$ cat config.mk
export PLATFORM = sky130hd
export DESIGN_NAME = gbr_sum
export DESIGN_NICKNAME = d
export VERILOG_FILES = /design/src/rtl/core/gbr_pkg.sv /design/src/rtl/core/gbr_sum.sv
export SDC_FILE = /design/constraint.sdc
export NUM_CORES = 1
export LEC_CHECK = 0
export BUFFER_PORTS_ARGS = -buffer_cell sky130_fd_sc_hd__clkbuf_2
export CAP_MARGIN = 10
export CORE_ASPECT_RATIO = 1.25
export CORE_MARGIN = 2
export CORE_UTILIZATION = 45
export CTS_CLUSTER_DIAMETER = 120
export DETAILED_ROUTE_END_ITERATION = 12
export PLACE_DENSITY = 0.68
export SYNTH_ARGS = -nofsm -noshare
export SYNTH_HDL_FRONTEND = slang
export SYNTH_SLANG_ARGS = --single-unit
export TNS_END_PERCENT = 30
$ cat constraint.sdc
create_clock -name clk_i -period 5.4 [get_ports clk_i]
set_input_delay 0.27 -clock clk_i [delete_from_list [all_inputs] [get_ports clk_i]]
set_output_delay 0.27 -clock clk_i [all_outputs]
set_load 0.005 [all_outputs]
$ cat src/rtl/core/gbr_pkg.sv
// Shared types, constants and helpers for the Gaussian blur row pass.
`default_nettype none
package gbr_pkg;

  localparam int MAX_RADIUS = 5;
  localparam int NUM_TAPS   = 2 * MAX_RADIUS + 1;
  localparam int TAP_W      = $clog2(NUM_TAPS);
  localparam int RAD_W      = 3;
  localparam int SEEN_W     = 3;
  localparam int CNT_W      = 4;
  localparam int WEIGHT_W   = 16;
  localparam int NUM_WEIGHTS = MAX_RADIUS + 1;
  localparam int CH_W       = 8;
  localparam int PROD_W     = WEIGHT_W + CH_W;
  localparam int GROUP_SIZE = 4;
  localparam int NUM_GROUPS = (NUM_TAPS + GROUP_SIZE - 1) / GROUP_SIZE;
  localparam int PART_W     = CH_W + $clog2(GROUP_SIZE);
  localparam int SUM_W      = CH_W + $clog2(NUM_TAPS + 1);
  localparam int ADDR_W     = 5;
  localparam int DATA_W     = 32;

  localparam logic [SEEN_W-1:0] SEEN_MAX = 3'd7;
  localparam logic [CH_W-1:0]   CH_MAX   = 8'd255;

  localparam logic [RAD_W-1:0]    RADIUS_RST = 3'd1;
  localparam logic [WEIGHT_W-1:0] W_CENTER_RST = 16'd34213;
  localparam logic [WEIGHT_W-1:0] W_DIST1_RST  = 16'd15664;

  typedef enum logic [2:0] {
    REG_RADIUS   = 3'd0,
    REG_W_CENTER = 3'd1,
    REG_W_DIST1  = 3'd2,
    REG_W_DIST2  = 3'd3,
    REG_W_DIST3  = 3'd4,
    REG_W_DIST4  = 3'd5,
    REG_W_DIST5  = 3'd6
  } cfg_reg_e;

  typedef enum logic {
    ST_ROW   = 1'b0,
    ST_FLUSH = 1'b1
  } ctrl_state_e;

  typedef struct packed {
    logic [CH_W-1:0] red;
    logic [CH_W-1:0] green;
    logic [CH_W-1:0] blue;
  } pixel_t;

  typedef logic [NUM_WEIGHTS-1:0][WEIGHT_W-1:0] weights_t;
  typedef logic [2:0][CH_W-1:0] terms_t;
  typedef terms_t [NUM_TAPS-1:0] tap_terms_t;

  // window update control from sequencer to cell chain
  typedef struct packed {
    logic load;        // window advances this cycle
    logic fill;        // first pixel of row: every cell takes it
    logic from_input;  // cell 0 shifts in the input pixel (else repeats itself)
  } win_ctl_t;

  // tag riding along with a window snapshot down the pipe
  typedef struct packed {
    logic valid;
    logic done;
  } stage_tag_t;

  typedef struct packed {
    logic [CH_W-1:0] red;
    logic [CH_W-1:0] green;
    logic [CH_W-1:0] blue;
    logic            row_done;
  } result_t;

  function automatic logic [RAD_W-1:0] eff_radius(input logic [RAD_W-1:0] r);
    eff_radius = (r > RAD_W'(MAX_RADIUS)) ? RAD_W'(MAX_RADIUS) : r;
  endfunction

endpackage
`default_nettype wire

$ cat src/rtl/core/gbr_sum.sv
// Two-stage tap adder with saturation and the output register.
`default_nettype none
module gbr_sum (
  input  logic                clk_i,
  input  logic                rst_ni,
  input  gbr_pkg::tap_terms_t terms_i,
  input  gbr_pkg::stage_tag_t tag_i,
  output logic                ready_o,
  output logic                out_valid_o,
  input  logic                out_ready_i,
  output gbr_pkg::result_t    res_o
);
  import gbr_pkg::*;

  stage_tag_t                             tag2_q;
  logic [NUM_GROUPS-1:0][2:0][PART_W-1:0] part_q, part_d;
  logic                                   v3_q;
  result_t                                res_q, res_d;
  logic                                   rdy3;
  logic [2:0][SUM_W-1:0]                  total;

  assign rdy3    = !v3_q || out_ready_i;
  assign ready_o = !tag2_q.valid || rdy3;

  always_comb begin
    part_d = '0;
    for (int t = 0; t < NUM_TAPS; t++) begin
      for (int c = 0; c < 3; c++) begin
        part_d[t / GROUP_SIZE][c] = part_d[t / GROUP_SIZE][c] + PART_W'(terms_i[t][c]);
      end
    end
  end

  always_comb begin
    total = '0;
    for (int c = 0; c < 3; c++) begin
      for (int g = 0; g < NUM_GROUPS; g++) begin
        total[c] = total[c] + SUM_W'(part_q[g][c]);
      end
    end
    res_d.red      = (total[0] > SUM_W'(CH_MAX)) ? CH_MAX : total[0][CH_W-1:0];
    res_d.green    = (total[1] > SUM_W'(CH_MAX)) ? CH_MAX : total[1][CH_W-1:0];
    res_d.blue     = (total[2] > SUM_W'(CH_MAX)) ? CH_MAX : total[2][CH_W-1:0];
    res_d.row_done = tag2_q.done;
  end

  always_ff @(posedge clk_i or negedge rst_ni) begin
    if (!rst_ni) begin
      tag2_q <= '0;
      v3_q   <= 1'b0;
    end else begin
      if (ready_o) tag2_q <= tag_i;
      if (rdy3)    v3_q   <= tag2_q.valid;
    end
  end

  always_ff @(posedge clk_i) begin
    if (ready_o) part_q <= part_d;
    if (rdy3)    res_q  <= res_d;
  end

  assign out_valid_o = v3_q;
  assign res_o       = res_q;

endmodule
`default_nettype wire

==> results_dict.tcl <==
set metrics [dict create \
    start_kind "flip-flop" \
    antenna_found_initial 1 \
    status "finished clean" \
    power.share.clock_pct 15.5 \
    final_net_count 1666 \
    yosys.area.top_type_share_pct 32.8 \
    slew_headroom_pct 55.3 \
    ir_drop_mv 0.344 \
    drt_wl_total_um 20500 \
    min_period_over_period_pct 62.0 \
    cts_tree "yes" \
    path_cells "inv_1 > fa_1 > inv_1 > ha_1 > fa_1 > a21o_1 > a221oi_2 > mux2_2 > xor2_1 > nor3_4 > nand2_1" \
    max_clock_freq_ghz 0.299 \
    area_delta_synth_final_pct 23.5 \
    rows 62 \
    whs_ns 0.0352 \
    ant_nets 0 \
    fin_crit_ns 3.35 \
    rsz0062_at_grt "no" \
    vias 7170 \
    pwr-share-comb_pct 61.6 \
    p_leak_nw 5.84 \
    crit_required_ns 5.56 \
    crit_family "adder cells" \
    num_io_pins 296 \
    seqPwrFrac_pct 22.8 \
    setup_ws_ns 2.05 \
    synth_area_mm2 0.0105 \
    ys_top_cells_by_area "edfxtp_1, fa_1, ha_1, xnor2_1, inv_1" \
    slowest_stage "fa_1" \
    p_int_mw 4.33 \
    synth-edff-count 115 \
    viasPerCell 4.97 \
    seqCellArea_mm2 0.00353 \
    switching_share_pct 42.0 \
    yosysMostFrequentCell "fa_1" \
    ys_ff_latch 118 \
    clk_latency_ns 0.42 \
    min-delay-path-class "input port to flip-flop" \
    drt_pass1_iterations 6 \
    portBuffers 295 \
    yosysWarningCount 0 \
    placed_area_mm2 0.0124 \
    ys_seq_area_share_pct 33.5 \
    cts-resized-gates 0 \
    max_stage_delay_ns 0.54 \
    fin_util_pct 56.6 \
    cap_violations 0 \
    cts.sinks 118 \
    powerDensity_mw_per_mm2 574 \
    drt_iter0_markers 305 \
    crit_path_max_fanout 8 \
    setup-tns-final_ns 0 \
    power_mw 7.47 \
    wl_per_cell_um 14.2 \
    multiInputGateArea_mm2 0.00670 \
    ys_async_sr_fraction_pct 2.54 \
    cp-end-kind "flip-flop" \
    htree_levels 4 \
    synth_fp_nets 1350 \
    cts-root-buf "clkbuf_16" \
    setup_violations 0 \
    slew_viol_final 0 \
    grt_pass1_vias 7575 \
    grt_overflow 0 \
    power_switching_mw 3.13 \
    core-area_mm2 0.0230 \
    die_x_um 141 \
    die_area_mm2 0.0247 \
    dp_hpwl_um 17700 \
    synth_cell_type_count 49 \
    cts.path.max_buffers 2 \
    initial_utilization_pct 45.9 \
    syn_area_per_cell_um2 12.8 \
    yosysTopAreaCell "edfxtp_1" \
    synthTopCellsByCount "fa_1, edfxtp_1, ha_1, inv_1, xnor2_1" \
    grt_pass1_wl_um 34500 \
    cts-buffers-inserted 17 \
    layout-drive-gt1-share_pct 29.7 \
    dpl.cell_count 1407 \
    worstMarginPinSlew_ns 0.671 \
    finalNonFillerCells 1442 \
    drcViolationCount 0 \
    dieHeight_um 175 \
    fin_skew_ns 0.00796 \
    path_clk_slew_ns 0.06 \
    crit_arrival_ns 3.51 \
    grt_start_max_net_pins 54 \
    postLayoutCellArea_mm2 0.0130 \
    synth_ff_type "edfxtp_1" \
    track_usage_pct 17.6 \
    final.fill_count 1933 \
    place_ws_ns 2.04 \
    synthCells 823 \
    gp_routability_congestion 0.801 \
    cp_num_buf_inv 2 \
    crit_type "flip-flop to flip-flop" \
    hold_viol 0 \
]
-- layout make-up --
class                           instances  share of cell area [%]
Multi-Input combinational cell        625                    51.5
Timing Repair Buffer                  299                    11.6
Inverter                               78                    2.25
Antenna cell                            2                  0.0385
Clock inverter                         15                    1.40
Tap cell                              288                    2.77
Sequential cell                       118                    27.1
Clock buffer                           17                    3.27
-- power by group through the flow --
stage | clock, mW | sequential, mW | combinational [mW]
4_1_cts | 1.19 | 1.72 | 4.64
3_5_place_dp | 0 | 1.74 | 4.59
5_1_grt | 1.22 | 1.75 | 5.31
3_3_place_gp | 0 | 1.73 | 4.50
2_1_floorplan | 0 | 1.68 | 3.64
6_report | 1.16 | 1.71 | 4.60
-- kinds of logic (layout without fill, tap and decap cells) --
logic type / count (synthesis) / in the layout / share of synthesized area [%]
AO/OA/AOI/OAI: 138 / 138 / 8.40
XOR/XNOR: 64 / 64 / 5.32
buffers and inverters: 80 / 409 / 2.87
AND/OR/NAND/NOR: 158 / 158 / 7.45
multiplexers: 7 / 7 / 0.701
adder cells (fa/ha/maj): 258 / 258 / 41.8
flip-flops: 118 / 118 / 33.5
other: 0 / 2 / 0
-- sequential cells by signal (all words and copies together), names as in the netlist --
register and cells:
tag2_q 1, res_d 1, part_q 90, res_o 25, out_valid_o 1
-- worst register-to-register path, stage by stage, from the launching register on --
cell and delay [ns]:
edfxtp_1 0.32, inv_1 0.05, fa_1 0.54, inv_1 0.05, ha_1 0.23, fa_1 0.41, a21o_1 0.20, a221oi_2 0.33
mux2_2 0.39, xor2_1 0.17, nor3_4 0.31, nand2_1 0.09
-- metal layers --
metal	wire, um	part of all wire, %	GRT usage [%]
met2	11000	53	31.9
met5	0	0	0
met3	1210	5.9	4.28
met4	386	1.9	5.50
met1	7970	39	20.6
-- worst paths after layout --
path | startpoint | to | slack (ns) | cells after the start
min in group asynchronous | rst_ni | tag2_q[1]$_DFFE_PN0P_ | 0.24 | 2
max reg2reg | part_q[11]$_DFFE_PP_ | res_o[16]$_SDFFCE_PN1P_ | 2.05 | 11
min | tag_i[1] | tag2_q[1]$_DFFE_PN0P_ | 0.04 | 2
max | part_q[11]$_DFFE_PP_ | res_o[16]$_SDFFCE_PN1P_ | 2.05 | 11
min reg2reg | res_d[0]$_DFFE_PN0P_ | res_o[0]$_DFFE_PP_ | 0.46 | 0
max in group asynchronous | rst_ni | out_valid_o$_DFFE_PN0P_ | 5.05 | 2
-- layout by cell type (no fill, tap or decap), types with 2 or more instances in the layout --
cell,instances
nand2b_1,22
clkbuf_16,17
o41ai_1,9
dfrtp_1,3
mux2i_1,4
inv_8,4
a21boi_0,6
nor3b_1,2
edfxtp_1,115
o211ai_1,2
diode_2,2
nand3b_1,3
a31oi_1,2
o21bai_1,4
a21o_1,23
buf_4,3
fa_1,156
o21ai_0,37
nor2_1,43
clkinvlp_4,2
o21a_1,5
a21oi_1,38
inv_6,6
or2_1,3
xnor2_1,53
bufinv_16,2
ha_1,102
inv_1,78
a211oi_1,2
nand3_1,4
mux2_2,3
nor3_1,10
and3_1,2
nand2_1,49
nor2b_1,12
xor2_1,11
clkbuf_2,295
-- what timing repair did --
action | CTS | global route
endpoints found under the hold margin | 3 | 0
setup buffers | 0 | 0
hold buffers | 1 | 0
Power figures use the tool's default switching activity.
