`src/rtl/core/gbr_pkg.sv`:
```
// Shared types, constants and helpers for the Gaussian blur row pass.
`default_nettype none
package gbr_pkg;

  localparam int MAX_RADIUS = 5;
  localparam int NUM_TAPS   = 2 * MAX_RADIUS + 1;
  localparam int TAP_W      = $clog2(NUM_TAPS);
  localparam int RAD_W      = 3;
  localparam int SEEN_W     = 3;
  localparam int CNT_W      = 4;
  localparam int WEIGHT_W   = 16;
  localparam int NUM_WEIGHTS = MAX_RADIUS + 1;
  localparam int CH_W       = 8;
  localparam int PROD_W     = WEIGHT_W + CH_W;
  localparam int GROUP_SIZE = 4;
  localparam int NUM_GROUPS = (NUM_TAPS + GROUP_SIZE - 1) / GROUP_SIZE;
  localparam int PART_W     = CH_W + $clog2(GROUP_SIZE);
  localparam int SUM_W      = CH_W + $clog2(NUM_TAPS + 1);
  localparam int ADDR_W     = 5;
  localparam int DATA_W     = 32;

  localparam logic [SEEN_W-1:0] SEEN_MAX = 3'd7;
  localparam logic [CH_W-1:0]   CH_MAX   = 8'd255;

  localparam logic [RAD_W-1:0]    RADIUS_RST = 3'd1;
  localparam logic [WEIGHT_W-1:0] W_CENTER_RST = 16'd34213;
  localparam logic [WEIGHT_W-1:0] W_DIST1_RST  = 16'd15664;

  typedef enum logic [2:0] {
    REG_RADIUS   = 3'd0,
    REG_W_CENTER = 3'd1,
    REG_W_DIST1  = 3'd2,
    REG_W_DIST2  = 3'd3,
    REG_W_DIST3  = 3'd4,
    REG_W_DIST4  = 3'd5,
    REG_W_DIST5  = 3'd6
  } cfg_reg_e;

  typedef enum logic {
    ST_ROW   = 1'b0,
    ST_FLUSH = 1'b1
  } ctrl_state_e;

  typedef struct packed {
    logic [CH_W-1:0] red;
    logic [CH_W-1:0] green;
    logic [CH_W-1:0] blue;
  } pixel_t;

  typedef logic [NUM_WEIGHTS-1:0][WEIGHT_W-1:0] weights_t;
  typedef logic [2:0][CH_W-1:0] terms_t;
  typedef terms_t [NUM_TAPS-1:0] tap_terms_t;

  // window update control from sequencer to cell chain
  typedef struct packed {
    logic load;        // window advances this cycle
    logic fill;        // first pixel of row: every cell takes it
    logic from_input;  // cell 0 shifts in the input pixel (else repeats itself)
  } win_ctl_t;

  // tag riding along with a window snapshot down the pipe
  typedef struct packed {
    logic valid;
    logic done;
  } stage_tag_t;

  typedef struct packed {
    logic [CH_W-1:0] red;
    logic [CH_W-1:0] green;
    logic [CH_W-1:0] blue;
    logic            row_done;
  } result_t;

  function automatic logic [RAD_W-1:0] eff_radius(input logic [RAD_W-1:0] r);
    eff_radius = (r > RAD_W'(MAX_RADIUS)) ? RAD_W'(MAX_RADIUS) : r;
  endfunction

endpackage
`default_nettype wire

```
`src/rtl/core/gbr_ctrl.sv`:
```
// Row sequencer: pixel count, right-edge flush and emit decisions.
`default_nettype none
module gbr_ctrl (
  input  logic                      clk_i,
  input  logic                      rst_ni,
  input  logic                      in_valid_i,
  input  logic                      in_last_i,
  input  logic [gbr_pkg::RAD_W-1:0] radius_i,
  input  logic                      rdy1_i,
  output logic                      in_ready_o,
  output gbr_pkg::win_ctl_t         win_ctl_o,
  output gbr_pkg::stage_tag_t       tag_o,
  output logic                      flushing_o
);
  import gbr_pkg::*;

  ctrl_state_e       state_q, state_d;
  logic [SEEN_W-1:0] seen_q, seen_d;
  logic [RAD_W-1:0]  step_q, step_d;
  stage_tag_t        tag_q, tag_d;
  logic              adv0;
  logic              take;
  logic              flush_end;
  logic [SEEN_W-1:0] seen_inc;
  logic [CNT_W-1:0]  thresh;
  logic [CNT_W-1:0]  flush_cnt;

  assign adv0      = !tag_q.valid || rdy1_i;
  assign take      = (state_q == ST_ROW) && in_valid_i && adv0;
  assign flush_end = (state_q == ST_FLUSH) && adv0 && (step_q == radius_i);
  assign seen_inc  = (seen_q == SEEN_MAX) ? seen_q : seen_q + 1'b1;
  assign thresh    = CNT_W'(radius_i) + 1'b1;
  assign flush_cnt = CNT_W'(seen_q) + CNT_W'(step_q);

  always_comb begin
    state_d = state_q;
    unique case (state_q)
      ST_ROW: begin
        if (take && in_last_i && (radius_i != '0)) state_d = ST_FLUSH;
      end
      ST_FLUSH: begin
        if (flush_end) state_d = ST_ROW;
      end
      default: state_d = ST_ROW;
    endcase
  end

  always_comb begin
    in_ready_o = 1'b0;
    win_ctl_o  = '0;
    tag_d      = tag_q;
    seen_d     = seen_q;
    step_d     = step_q;
    unique case (state_q)
      ST_ROW: begin
        in_ready_o           = adv0;
        win_ctl_o.load       = take;
        win_ctl_o.fill       = take && (seen_q == '0);
        win_ctl_o.from_input = 1'b1;
        if (take) begin
          tag_d.valid = (CNT_W'(seen_inc) >= thresh);
          tag_d.done  = in_last_i && (radius_i == '0);
          seen_d      = (in_last_i && (radius_i == '0)) ? '0 : seen_inc;
          step_d      = RAD_W'(1);
        end else if (adv0) begin
          tag_d = '0;
        end
      end
      ST_FLUSH: begin
        win_ctl_o.load = adv0;
        if (adv0) begin
          tag_d.valid = (flush_cnt >= thresh);
          tag_d.done  = (step_q == radius_i);
          step_d      = step_q + 1'b1;
          if (flush_end) seen_d = '0;
        end
      end
      default: ;
    endcase
  end

  always_ff @(posedge clk_i or negedge rst_ni) begin
    if (!rst_ni) begin
      state_q <= ST_ROW;
      seen_q  <= '0;
      step_q  <= '0;
      tag_q   <= '0;
    end else begin
      state_q <= state_d;
      seen_q  <= seen_d;
      step_q  <= step_d;
      tag_q   <= tag_d;
    end
  end

  assign tag_o      = tag_q;
  assign flushing_o = (state_q == ST_FLUSH);

endmodule
`default_nettype wire

```
`config.mk`:
```
export PLATFORM = sky130hd
export DESIGN_NAME = gbr_ctrl
export DESIGN_NICKNAME = d
export VERILOG_FILES = /design/src/rtl/core/gbr_pkg.sv /design/src/rtl/core/gbr_ctrl.sv
export SDC_FILE = /design/constraint.sdc
export NUM_CORES = 1
export LEC_CHECK = 0
export BUFFER_PORTS_ARGS = -buffer_cell sky130_fd_sc_hd__buf_2
export CORE_UTILIZATION = 50
export DETAILED_ROUTE_END_ITERATION = 10
export HOLD_SLACK_MARGIN = 0.03
export PLACE_DENSITY = 0.73
export SYNTH_ARGS = -nofsm -noshare
export SYNTH_HDL_FRONTEND = slang
export SYNTH_SLANG_ARGS = --single-unit
```
`constraint.sdc`:
```
create_clock -name clk_i -period 3 [get_ports clk_i]
set_input_delay 0.6 -clock clk_i [delete_from_list [all_inputs] [get_ports clk_i]]
set_output_delay 0.6 -clock clk_i [all_outputs]
set_load 0.03 [all_outputs]
```
==> impl_summary.log <==
INFO  metric run_status = finished, final reports clean
INFO  metric clockBufferDepth = 2
INFO  metric cts_setup_buffers = 0
INFO  metric rows = 14
INFO  metric maxSlewViolCount = 0
INFO  metric timing_worst_setup_path_type = reg -> reg
INFO  metric cp-start-kind = flip-flop
INFO  metric synthDominantAreaCellType = sky130_fd_sc_hd__dfrtp_1
INFO  metric crit_fanout = 6
INFO  metric post_cts.resized_instances = 0
INFO  metric via_per_inst = 6.15
INFO  metric synth_nets = 110
INFO  metric port_buffers = 14
INFO  metric clock_latency_at_the_later_pin_of_the_worst_skew_pair = 0.28 ns
INFO  metric power-per-cell-area = 1060 nW/µm²
INFO  metric clock-root-buffer = sky130_fd_sc_hd__clkbuf_4
INFO  metric tightest_slew = 0.353 ns
INFO  metric finalHoldViolCount = 0
INFO  metric netSwitchingFraction = 0.494
INFO  metric cts_tree = done
INFO  metric synth.yosys.seq_area_share = 0.271
INFO  metric proportion_of_layout_cells_with_a_drive_suffix_above_1 = 0.233
INFO  metric placeableCoreArea = 1520 µm²
INFO  metric fp.dieW = 42.8 µm
INFO  metric worstPathArrival = 2.30 ns
INFO  metric dp_hpwl = 1480 µm
INFO  metric die_area = 1830 µm²
INFO  metric post_synth_main_area_contributors = sky130_fd_sc_hd__dfrtp_1, sky130_fd_sc_hd__ha_1, sky130_fd_sc_hd__xnor2_1
INFO  metric setup-violations-final = 0
INFO  metric tns = 0 ns
INFO  metric worst_r2r_startpoint = seen_q[0]
INFO  metric detail-route-antenna-nets = 0
INFO  metric endpoint_kind = flip-flop
INFO  metric stdcell_count = 119
INFO  metric reg2reg_setup_slack = 0.86 ns
INFO  metric power.clock.fraction = 0.105
INFO  metric drt_iter0_markers = 19
INFO  metric max_slew_margin_vs_limit = 0.765
INFO  metric p_leak = 0.502 nW
INFO  metric cp_data_required_time = 3.15 ns
INFO  metric grt_max_degree = 11
INFO  metric io_pins = 15
INFO  metric grt_antenna_before_repair = 0
INFO  metric n_antenna_cell = 0
INFO  metric number_of_global_route_vias_before_repair = 671
INFO  metric yosys_warnings = 0
INFO  metric drc = 0
INFO  metric starting_density = 0.546
INFO  metric synth_cells = 86
INFO  metric timing.reg2reg.worst_path_depth = 7
INFO  metric syn_to_final_growth = 13.4%
INFO  metric clock_buffers_created_by_tritoncts = 3
INFO  metric dr.pass1.iters = 4
INFO  metric finalNetCount = 128
INFO  metric post_drt_wl_per_cell = 15.9 µm
INFO  metric final_hold_slack = 0.169 ns
INFO  metric chipHeight = 42.8 µm
INFO  metric startpoint = seen_q[0]
INFO  metric vdd_drop_max = 0.695 mV
INFO  metric cts_num_sinks = 9
INFO  metric comb_power_share = 0.629
INFO  metric netSwitchingPower = 0.496 mW
INFO  metric crit_end = tag_o[1]
INFO  metric grt_util_all_layers = 0.243
INFO  metric power.internal = 0.507 mW
INFO  metric gp_congestion = 0.842
INFO  metric ys_types = 32
INFO  metric h-tree-depth = 1
INFO  metric timing.rr.end = tag_o[1]
INFO  metric synth_seq_cells = 9
INFO  metric mean_post_synth_cell_area = 9.67 µm²
INFO  metric final_min_period_over_clock_period = 0.715
INFO  metric min_period = 2.14 ns
INFO  metric routed-via-count = 732
INFO  metric postRouteWirelength = 1900 µm
INFO  metric area_share_of_the_largest_cell_type_after_synthesis = 0.271
INFO  metric power.share.sequential = 0.265
INFO  metric layout.filler_cells = 155
INFO  metric worst_hold_check_path_type = in -> async
INFO  metric max_cap_violations = 0
INFO  metric clkTransAtPathRegs = 0.08 ns
INFO  metric maxClockFrequency = 466 MHz
INFO  metric numPlacedInstances = 115
INFO  metric fin_total_pwr = 1.00 mW
INFO  metric global_route_wire_length_before_repair = 3150 µm
INFO  metric cts_hold_buf = 0
INFO  metric clock-skew-final = 0.00947 ns
INFO  metric netlist_area = 832 µm²
INFO  metric rsz0062_at_grt = no
INFO  metric grt_remaining_overflow = 0
-- worst min path at each step --
stage	to	startpoint	depth (start not counted)	slack, ns
4_1_cts	seen_q[2]	rst_ni	1	0.18
3_3_place_gp	seen_q[2]	rst_ni	1	0.47
5_1_grt	seen_q[2]	rst_ni	1	0.17
6_report	seen_q[2]	rst_ni	1	0.17
3_5_place_dp	seen_q[2]	rst_ni	1	0.47
2_1_floorplan	flushing_o	rst_ni	0	0.30
-- worst max-delay path, stage by stage, from the launching register on --
cell	delay, ns
sky130_fd_sc_hd__dfrtp_1	0.45
sky130_fd_sc_hd__ha_1	0.27
sky130_fd_sc_hd__nand2_1	0.13
sky130_fd_sc_hd__mux2_2	0.37
sky130_fd_sc_hd__ha_1	0.29
sky130_fd_sc_hd__a211o_1	0.25
sky130_fd_sc_hd__a31oi_1	0.16
sky130_fd_sc_hd__o21ai_1	0.08
-- kinds of logic (layout without fill, tap and decap cells) --
group / Yosys count / in the layout / synth area share
xor+xnor: 6 / 6 / 0.0632
fa+ha+maj: 16 / 16 / 0.250
buf+inv: 10 / 27 / 0.0466
simple gates: 20 / 20 / 0.149
mux: 3 / 3 / 0.0391
compound gates: 22 / 22 / 0.182
flops: 9 / 9 / 0.271
-- state kept, by name, indices dropped and copies added, names as in the netlist --
| name | count |
|---|---|
| seen_q | 3 |
| step_q | 3 |
| tag_o | 2 |
| flushing_o | 1 |
-- through the flow --
stage           util  cell area [µm²]  setup WS, ns
2_1_floorplan      -              832         0.497
3_3_place_gp   0.602              917         0.943
4_1_cts        0.619              943         0.873
3_5_place_dp   0.602              917         0.897
5_1_grt        0.619              943         0.721
6_report       0.619              943         0.856
-- cell usage after synthesis --
cell type	n
sky130_fd_sc_hd__ha_1	15
sky130_fd_sc_hd__dfrtp_1	9
sky130_fd_sc_hd__inv_1	9
sky130_fd_sc_hd__xnor2_1	5
sky130_fd_sc_hd__nand2_1	4
sky130_fd_sc_hd__o21ai_1	4
sky130_fd_sc_hd__a21o_1	3
sky130_fd_sc_hd__a21oi_1	3
sky130_fd_sc_hd__nand2b_1	3
sky130_fd_sc_hd__nor2_1	3
sky130_fd_sc_hd__a31oi_1	2
sky130_fd_sc_hd__a32o_1	2
sky130_fd_sc_hd__a41oi_1	2
sky130_fd_sc_hd__mux2_2	2
sky130_fd_sc_hd__nand4_1	2
sky130_fd_sc_hd__o21ai_0	2
sky130_fd_sc_hd__a211o_1	1
sky130_fd_sc_hd__a211oi_1	1
sky130_fd_sc_hd__a22o_1	1
sky130_fd_sc_hd__and2b_1	1
sky130_fd_sc_hd__buf_2	1
sky130_fd_sc_hd__fa_1	1
sky130_fd_sc_hd__mux2i_1	1
sky130_fd_sc_hd__nand2b_4	1
sky130_fd_sc_hd__nand3_1	1
sky130_fd_sc_hd__nand4_2	1
sky130_fd_sc_hd__nor2_2	1
sky130_fd_sc_hd__nor2b_1	1
sky130_fd_sc_hd__nor4b_1	1
sky130_fd_sc_hd__o21ai_2	1
sky130_fd_sc_hd__or2_2	1
sky130_fd_sc_hd__xor2_1	1
-- power groups by stage --
stage	combinational (mW)	clock [mW]	sequential, mW
after floorplan	0.471	0	0.267
after global placement	0.616	0	0.261
after detailed placement	0.631	0	0.267
after CTS	0.634	0.106	0.265
after global routing	0.704	0.116	0.276
final	0.631	0.106	0.266
-- layout make-up --
cell class | count | area [µm²] | share of cell area
Tap cell | 16 | 20.0 | 0.0212
Inverter | 9 | 33.8 | 0.0358
Sequential cell | 9 | 225 | 0.239
Timing Repair Buffer | 14 | 70.1 | 0.0743
Multi-Input combinational cell | 67 | 568 | 0.602
Clock buffer | 4 | 26.3 | 0.0279
-- cell usage in the layout (no fill, tap or decap), types with 2 or more instances in the layout --
cell and n:
sky130_fd_sc_hd__nand2b_1 3, sky130_fd_sc_hd__inv_1 9, sky130_fd_sc_hd__a21o_1 3, sky130_fd_sc_hd__a21oi_1 3, sky130_fd_sc_hd__dfrtp_1 9, sky130_fd_sc_hd__mux2_2 2, sky130_fd_sc_hd__nor2_1 3, sky130_fd_sc_hd__ha_1 15
sky130_fd_sc_hd__nand4_1 2, sky130_fd_sc_hd__o21ai_1 4, sky130_fd_sc_hd__clkbuf_4 3, sky130_fd_sc_hd__a31oi_1 2, sky130_fd_sc_hd__a32o_1 2, sky130_fd_sc_hd__buf_2 14, sky130_fd_sc_hd__nand2_1 4, sky130_fd_sc_hd__a41oi_1 2
sky130_fd_sc_hd__xnor2_1 5, sky130_fd_sc_hd__o21ai_0 2
-- layer usage --
metal / part of all wire / track usage
met5: 0 / 0
met4: 0.046 / 0.163
met3: 0.042 / 0.0766
met2: 0.45 / 0.367
met1: 0.46 / 0.293
Note: power is estimated with default switching activity, not from simulation.
