### src/rtl/core/gbr_pkg.sv
// Shared types, constants and helpers for the Gaussian blur row pass.
`default_nettype none
package gbr_pkg;

  localparam int MAX_RADIUS = 5;
  localparam int NUM_TAPS   = 2 * MAX_RADIUS + 1;
  localparam int TAP_W      = $clog2(NUM_TAPS);
  localparam int RAD_W      = 3;
  localparam int SEEN_W     = 3;
  localparam int CNT_W      = 4;
  localparam int WEIGHT_W   = 16;
  localparam int NUM_WEIGHTS = MAX_RADIUS + 1;
  localparam int CH_W       = 8;
  localparam int PROD_W     = WEIGHT_W + CH_W;
  localparam int GROUP_SIZE = 4;
  localparam int NUM_GROUPS = (NUM_TAPS + GROUP_SIZE - 1) / GROUP_SIZE;
  localparam int PART_W     = CH_W + $clog2(GROUP_SIZE);
  localparam int SUM_W      = CH_W + $clog2(NUM_TAPS + 1);
  localparam int ADDR_W     = 5;
  localparam int DATA_W     = 32;

  localparam logic [SEEN_W-1:0] SEEN_MAX = 3'd7;
  localparam logic [CH_W-1:0]   CH_MAX   = 8'd255;

  localparam logic [RAD_W-1:0]    RADIUS_RST = 3'd1;
  localparam logic [WEIGHT_W-1:0] W_CENTER_RST = 16'd34213;
  localparam logic [WEIGHT_W-1:0] W_DIST1_RST  = 16'd15664;

  typedef enum logic [2:0] {
    REG_RADIUS   = 3'd0,
    REG_W_CENTER = 3'd1,
    REG_W_DIST1  = 3'd2,
    REG_W_DIST2  = 3'd3,
    REG_W_DIST3  = 3'd4,
    REG_W_DIST4  = 3'd5,
    REG_W_DIST5  = 3'd6
  } cfg_reg_e;

  typedef enum logic {
    ST_ROW   = 1'b0,
    ST_FLUSH = 1'b1
  } ctrl_state_e;

  typedef struct packed {
    logic [CH_W-1:0] red;
    logic [CH_W-1:0] green;
    logic [CH_W-1:0] blue;
  } pixel_t;

  typedef logic [NUM_WEIGHTS-1:0][WEIGHT_W-1:0] weights_t;
  typedef logic [2:0][CH_W-1:0] terms_t;
  typedef terms_t [NUM_TAPS-1:0] tap_terms_t;

  // window update control from sequencer to cell chain
  typedef struct packed {
    logic load;        // window advances this cycle
    logic fill;        // first pixel of row: every cell takes it
    logic from_input;  // cell 0 shifts in the input pixel (else repeats itself)
  } win_ctl_t;

  // tag riding along with a window snapshot down the pipe
  typedef struct packed {
    logic valid;
    logic done;
  } stage_tag_t;

  typedef struct packed {
    logic [CH_W-1:0] red;
    logic [CH_W-1:0] green;
    logic [CH_W-1:0] blue;
    logic            row_done;
  } result_t;

  function automatic logic [RAD_W-1:0] eff_radius(input logic [RAD_W-1:0] r);
    eff_radius = (r > RAD_W'(MAX_RADIUS)) ? RAD_W'(MAX_RADIUS) : r;
  endfunction

endpackage
`default_nettype wire

### src/rtl/core/gbr_cfg_regs.sv
// APB configuration registers: radius and kernel weights.
`default_nettype none
module gbr_cfg_regs (
  input  logic                                clk_i,
  input  logic                                rst_ni,
  input  logic                                psel,
  input  logic                                penable,
  input  logic                                pwrite,
  input  logic [gbr_pkg::ADDR_W-1:0]          paddr,
  input  logic [gbr_pkg::DATA_W-1:0]          pwdata,
  output logic [gbr_pkg::DATA_W-1:0]          prdata,
  output logic                                pready,
  output logic [gbr_pkg::RAD_W-1:0]           radius_o,
  output gbr_pkg::weights_t                   weights_o
);
  import gbr_pkg::*;

  logic [RAD_W-1:0] radius_q;
  weights_t         weights_q;
  logic             wr_en;
  cfg_reg_e         reg_sel;

  assign pready  = 1'b1;
  assign wr_en   = psel && penable && pwrite;
  assign reg_sel = cfg_reg_e'(paddr[ADDR_W-1:2]);

  always_ff @(posedge clk_i or negedge rst_ni) begin
    if (!rst_ni) begin
      radius_q  <= RADIUS_RST;
      weights_q <= {{((NUM_WEIGHTS - 2) * WEIGHT_W){1'b0}}, W_DIST1_RST, W_CENTER_RST};
    end else if (wr_en) begin
      unique case (reg_sel)
        REG_RADIUS:   radius_q     <= pwdata[RAD_W-1:0];
        REG_W_CENTER: weights_q[0] <= pwdata[WEIGHT_W-1:0];
        REG_W_DIST1:  weights_q[1] <= pwdata[WEIGHT_W-1:0];
        REG_W_DIST2:  weights_q[2] <= pwdata[WEIGHT_W-1:0];
        REG_W_DIST3:  weights_q[3] <= pwdata[WEIGHT_W-1:0];
        REG_W_DIST4:  weights_q[4] <= pwdata[WEIGHT_W-1:0];
        REG_W_DIST5:  weights_q[5] <= pwdata[WEIGHT_W-1:0];
        default: ;
      endcase
    end
  end

  always_comb begin
    prdata = '0;
    unique case (reg_sel)
      REG_RADIUS:   prdata = DATA_W'(radius_q);
      REG_W_CENTER: prdata = DATA_W'(weights_q[0]);
      REG_W_DIST1:  prdata = DATA_W'(weights_q[1]);
      REG_W_DIST2:  prdata = DATA_W'(weights_q[2]);
      REG_W_DIST3:  prdata = DATA_W'(weights_q[3]);
      REG_W_DIST4:  prdata = DATA_W'(weights_q[4]);
      REG_W_DIST5:  prdata = DATA_W'(weights_q[5]);
      default:      prdata = '0;
    endcase
  end

  assign radius_o  = eff_radius(radius_q);
  assign weights_o = weights_q;

endmodule
`default_nettype wire

### config.mk
export PLATFORM = sky130hd
export DESIGN_NAME = gbr_cfg_regs
export DESIGN_NICKNAME = d
export VERILOG_FILES = /design/src/rtl/core/gbr_pkg.sv /design/src/rtl/core/gbr_cfg_regs.sv
export SDC_FILE = /design/constraint.sdc
export NUM_CORES = 1
export LEC_CHECK = 0
export BUFFER_PORTS_ARGS = -buffer_cell sky130_fd_sc_hd__clkbuf_2
export CAP_MARGIN = 5
export CORE_UTILIZATION = 50
export DETAILED_ROUTE_END_ITERATION = 6
export MAX_ROUTING_LAYER = met4
export PLACE_DENSITY = 0.8
export SKIP_LAST_GASP = 1
export SYNTH_ARGS = -nofsm -noshare
export SYNTH_HDL_FRONTEND = slang
export SYNTH_SLANG_ARGS = --single-unit
### constraint.sdc
create_clock -name clk_i -period 1.2 [get_ports clk_i]
set_clock_uncertainty 0.05 [all_clocks]
set_input_delay 0 -clock clk_i [delete_from_list [all_inputs] [get_ports clk_i]]
set_output_delay 0 -clock clk_i [all_outputs]
set_load 0.005 [all_outputs]
==> results of run 1 <==
-- layout make-up --
class,instances,share of cell area (%)
flip-flops and latches,99,37.2
multi-input cells,234,33.2
repair buffers,235,23.9
well taps,129,2.40
clock buffers,10,1.90
clock inverters,6,1.34
inverters,1,0.0559
-- what timing repair did --
action | 4_1_cts | 5_1_grt
gates resized for setup | 15 | 10
pin swaps | 8 | 6
setup endpoints to repair | 16 | 19
hold endpoints to repair | 183 | 0
setup buffers | 27 | 7
hold buffers | 17 | 0
-- worst max path at each step --
stage / endpoint / slack [ns]
after CTS: prdata[2] / -0.34
after floorplan: weights_o[85] / 0.02
after global placement: weights_o[54] / -0.09
after detailed placement: weights_o[57] / -0.12
final: prdata[11] / -0.38
after global routing: prdata[11] / -0.42
-- stage by stage --
stage               utilization (%)  power, uW  TNS, ns  setup slack [ns]  hold slack [ns]
finish                         72.3       9800    -4.76            -0.385            0.179
global route                   72.3      10300    -5.92            -0.416            0.226
CTS                            71.4       9690    -4.69            -0.340            0.203
detailed placement             64.1       6990    -6.79            -0.117           0.0512
global placement               64.1       6870    -4.42           -0.0894           0.0441
floorplan                         -       5690        0            0.0193           -0.346
-- sequential cells by signal, summed over array words and instances, names as in the netlist --
signal     flops
weights_o     96
radius_q       3
-- worst min-delay path, stage by stage --
cell and delay, ns:
dlygate4sd3_1 0.52, buf_4 0.11, buf_12 0.41
-- power groups by stage --
stage               logic, uW  clock network [uW]  registers, uW
floorplan                1090                   0           4600
global placement         2250                   0           4620
detailed placement       2320                   0           4670
CTS                      2760                2380           4560
global route             3110                2540           4670
finish                   2880                2330           4580
-- logic make-up after synthesis --
family / share of synthesized area [%]
AO/OA/AOI/OAI: 5.59
buffers and inverters: 5.54
flip-flops: 51.6
multiplexers: 30.4
other: 0.155
AND/OR/NAND/NOR: 6.65
-- cell usage in the layout (no fill, tap or decap), drive strengths merged, types with 6 or more instances in the layout --
cell / count
a221oi: 13
conb: 17
dfstp: 15
nand2: 15
buf: 84
dlygate4sd3: 17
mux2: 112
nor2: 6
a31oi: 14
or2: 14
clkbuf: 144
mux2i: 21
dfrtp: 84
nor2b: 6
-- layer usage --
| layer | part of all wire (%) | wire length (um) | vias to the layer above | GRT usage, % |
|---|---|---|---|---|
| met5 | 0 | 0 | - | - |
| met4 | 1.9 | 252 | 0 | 10.1 |
| met3 | 5.2 | 676 | 20 | 5.01 |
| met2 | 51 | 6690 | 141 | 46.3 |
| met1 | 42 | 5490 | 1910 | 32.4 |
| li1 | - | - | 1716 | - |
==> flow_summary.toml, run 1 <==
[status]
outcome = "complete, but fails checks"
violations = "setup timing"

[setup_path]
crit_family = "flip-flops"
cp.required_ns = 1.15
rr_endpoint = "weights_o[33]"
worstPathCellList = "mux2_2 > a221oi_2 > a21oi_2 > clkbuf_2"
r2r_cells = 3
r2r_slack_ns = 0.12
slowest_stage = "dfrtp_1"
critical_path_class = "reg2out"
r2r-start = "weights_o[33]"
arrival_ns = 1.53
max_stage_delay_ns = 0.39
startpoint = "weights_o[59]"
cp-end-kind = "output pin"
cp_num_buf_inv = 1
startpoint_type = "register"
path_depth = 4
worstPathMaxFanout = 2

[hold_path]
hold_class = "in2async"

[clock_network]
cts_buffer_depth = 2
cts_root_buf = "clkbuf_8"
clock_sink_count = 99
clock_latency_ns = 0.35
cts_tree = "done"
clkTransAtPathRegs_ns = 0.10
numCtsBuffers = 9
htreeDepth = 3

[grt]
grt-ovfl-total = 0
grt_max_degree = 100
grt_first_pass_wirelength_mm = 20.3
antenna_found_initial = 0
first_global_vias = 3918
track_usage_pct = 27.3

[cells_and_area]
syn2layout_area_growth_pct = 38.9
num_antenna_cells = 0
final_cell_area_um2 = 6710
drive_gt1_share_pct = 64.4
final-instance-count-excl-fill = 714
multi_input_area_um2 = 2230
nFillCells = 664
final_nets = 622
register_area_um2 = 2500

[drt]
drt_wl_total_mm = 13.1
drc = 0
post_drt_wl_per_cell_um = 18.4
vias_per_cell = 5.30
drtIter0Drc = 156
vias = 3787
first_pass_iters = 4
drtAntennaViolNets = 0

[sta]
final_hold_viol_count = 0
rsz0062_at_grt = "yes"
finalCritPeriodShare_pct = 132
timing.final.ws_setup_ns = -0.385
finalCriticalPeriod_ns = 1.58
slew_headroom_pct = 64.9
tightest_slew_ns = 0.527
slew_viol_final = 0
fmax_mhz = 631
setup_violations = 16

[power]
pwr-share-seq_pct = 46.8
swShare_pct = 29.2
p_leak_uw = 0.00332
p_sw_uw = 2860
combPwrFrac_pct = 29.4
internal_power_uw = 6940
clkPwrFrac_pct = 23.8
pwr_density_cell_nw_per_um2 = 1460
peakVddDrop_v = 0.000914

[synthesis]
ys_seq_area_share_pct = 51.6
synthCells = 357
synth_common_cells = "102 x mux2_2, 84 x dfrtp_1, 23 x buf_4"
ys.flop_type = "dfrtp_1"
postSynth.asyncResetShare_pct = 100
yosysMostFrequentCell = "mux2_2"
synth_area_leader_cell = "dfrtp_1"
syn_area_um2 = 4830
yosys.area.top_type_share_pct = 43.5
post_synth_num_cell_types = 34
synth_edf_count = 0
synth_area_leaders = "dfrtp_1 43%, mux2_2 24%, dfstp_2 8.2%, mux2i_1 4.3%, buf_4 3.6%"
syn_area_per_cell_um2 = 13.5
synth_warnings = 0
synth_seq_cells = 99

[die]
num_rows = 35
start_util_pct = 52.1
core-area_um2 = 9280
die_area_um2 = 10100
ios = 174
die_height_um = 100
die_w_um = 100

[placed_design]
dp.cells = 647
place_area_um2 = 5950
dpl.hpwl_mm = 8.63
io_buffer_count = 138
gp_congestion = 0.862

[job]
max_cap_viol_count = 0
(Power assumes the default switching activity.)
==> run 2, diff against run 1 <==
Settings changed: CELL_PAD_IN_SITES_DETAIL_PLACEMENT from default to 0, CELL_PAD_IN_SITES_GLOBAL_PLACEMENT from default to 1, CORE_UTILIZATION 50 to 39.
==> run 2 against run 1 <==
  * The run still ends with setup timing left
  * Wire length up 5.1%
  * Hold slack got worse by 0.13 ns
  * Sequential share of layout area fell by 0.78 points
  * Largest power group unchanged
  * Total power rose by 5.4%
  * Sequential power hardly changed
  * Fmax grew 5.6%
  * Via count is 1.1% higher
  * Core utilization shrank 15 points
  * Count of clock-buffer cells in the layout rose by 1
  * Die area up 28%
  * Global-route usage fell by 4.6 points
==> flow_summary.toml, run 2 (same netlist as run 1, synthesis figures left out) <==
[power]
peakVddDrop_v = 0.000760
pwr_density_cell_nw_per_um2 = 1510
p_leak_uw = 0.00340

[cells_and_area]
drive_gt1_share_pct = 64.3
syn2layout_area_growth_pct = 41.8
largest_reg_flops = 96
multi_input_area_um2 = 2200
final-instance-count-excl-fill = 762
final_cell_mix = "135 x clkbuf_2, 102 x mux2_2, 84 x dfrtp_1"
layout_commonest_cell = "clkbuf_2"
final_nets = 631
final_cell_area_um2 = 6860
num_antenna_cells = 0
register_area_um2 = 2500
nFillCells = 1024

[status]
violations = "setup timing"
outcome = "complete, but fails checks"

[clock_network]
cts_root_buf = "clkbuf_16"
cts_tree = "done"
clkTransAtPathRegs_ns = 0.07
clock_sink_count = 99
cts_buffer_depth = 2
numCtsBuffers = 9
clock_latency_ns = 0.34
htreeDepth = 3

[setup_path]
startpoint_type = "register"
r2r_cells = 3
cp-end-kind = "output pin"
cp.required_ns = 1.15
critical_path_class = "reg2out"
slowest_stage = "dfrtp_1"
worstPathCellList = "mux2_2 > a221oi_2 > a31oi_1 > clkbuf_2"
max_stage_delay_ns = 0.38
r2r-start = "weights_o[42]"
arrival_ns = 1.45
r2r_slack_ns = 0.12
rr_endpoint = "weights_o[42]"
worstPathMaxFanout = 2

[drt]
first_pass_iters = 4
vias = 3827
drt_wl_total_mm = 13.8
vias_per_cell = 5.02
drtAntennaViolNets = 0
drc = 0
drtIter0Drc = 118
post_drt_wl_per_cell_um = 18.1

[sta]
timing.final.ws_setup_ns = -0.301
finalCriticalPeriod_ns = 1.50
slew_viol_final = 0
hold_ws_ns = 0.0469
setup_tns_ns = -4.13
rsz0062_at_grt = "yes"
fmax_mhz = 666
setup_violations = 16
finalCritPeriodShare_pct = 125
final_hold_viol_count = 0

[grt]
grt_first_pass_wirelength_mm = 21.1
track_usage_pct = 22.6
first_global_vias = 3822
antenna_found_initial = 0
grt_max_degree = 32
grt-ovfl-total = 0

[die]
core-area_um2 = 12100
die_height_um = 113
die_area_um2 = 12800
die_w_um = 113
start_util_pct = 40.1
ios = 174
num_rows = 40

[hold_path]
hold_class = "in2async"

[placed_design]
gp_congestion = 0.812
dp.cells = 703
place_area_um2 = 6120
io_buffer_count = 138
dpl.hpwl_mm = 9.79
preCtsSetupSlack_ns = -0.187

[job]
max_cap_viol_count = 0
==> run 2: what timing repair did <==
item | CTS | global route
pin swaps | 9 | 2
endpoints found under the setup margin | 16 | 17
hold buffers | 17 | 0
resized for setup | 13 | 3
cloned | 0 | 0
endpoints found under the hold margin | 187 | 0
setup buffers | 22 | 4
==> run 2: stage by stage <==
stage	utilization [%]	total power, uW
final	56.9	10300
after global routing	56.9	10900
after detailed placement	50.7	7120
after CTS	56.6	10400
after floorplan	-	5690
after global placement	50.7	7040
==> run 2: per-layer routing <==
metal / vias to the layer above / part of all wire (%) / GRT usage [%]
met1: 1949 / 45 / 28.9
met5: - / 0 / -
li1: 1740 / - / -
met2: 120 / 50 / 36.2
met3: 18 / 3.1 / 2.68
met4: 0 / 1.8 / 9.91
==> run 2: cell type report <==
class / instances / share of cell area [%]
tap: 168 / 3.07
multi-input combinational: 234 / 32.1
sequential: 99 / 36.4
clock buffer: 11 / 3.54
timing repair buffer: 244 / 24.0
clock inverter: 5 / 0.766
inverter: 1 / 0.0547
==> run 2: worst max-delay path, delay by kind of cell, from the launching register on <==
| kind | cells | cell delay (ns) |
|---|---|---|
| buf+inv | 1 | 0.13 |
| compound gates | 2 | 0.33 |
| flops | 1 | 0.38 |
| mux | 1 | 0.28 |
==> run 2: worst max-delay path by stage <==
stage	start	endpoint	slack [ns]	depth (start not counted)
4_1_cts	weights_o[2]	prdata[2]	-0.32	4
6_report	weights_o[57]	prdata[9]	-0.30	4
2_1_floorplan	paddr[3]	weights_o[85]	0.02	5
3_5_place_dp	paddr[2]	prdata[14]	-0.19	7
5_1_grt	weights_o[20]	prdata[4]	-0.37	4
3_3_place_gp	paddr[2]	prdata[14]	-0.20	7
==> run 2: power breakdown <==
part / switching, uW / leakage (uW) / internal (uW)
combinational: 1150 / 0.00203 / 1690
sequential: 520 / 0.00123 / 4070
clock: 1230 / 0.000145 / 1660
total: 2900 / 0.00340 / 7420
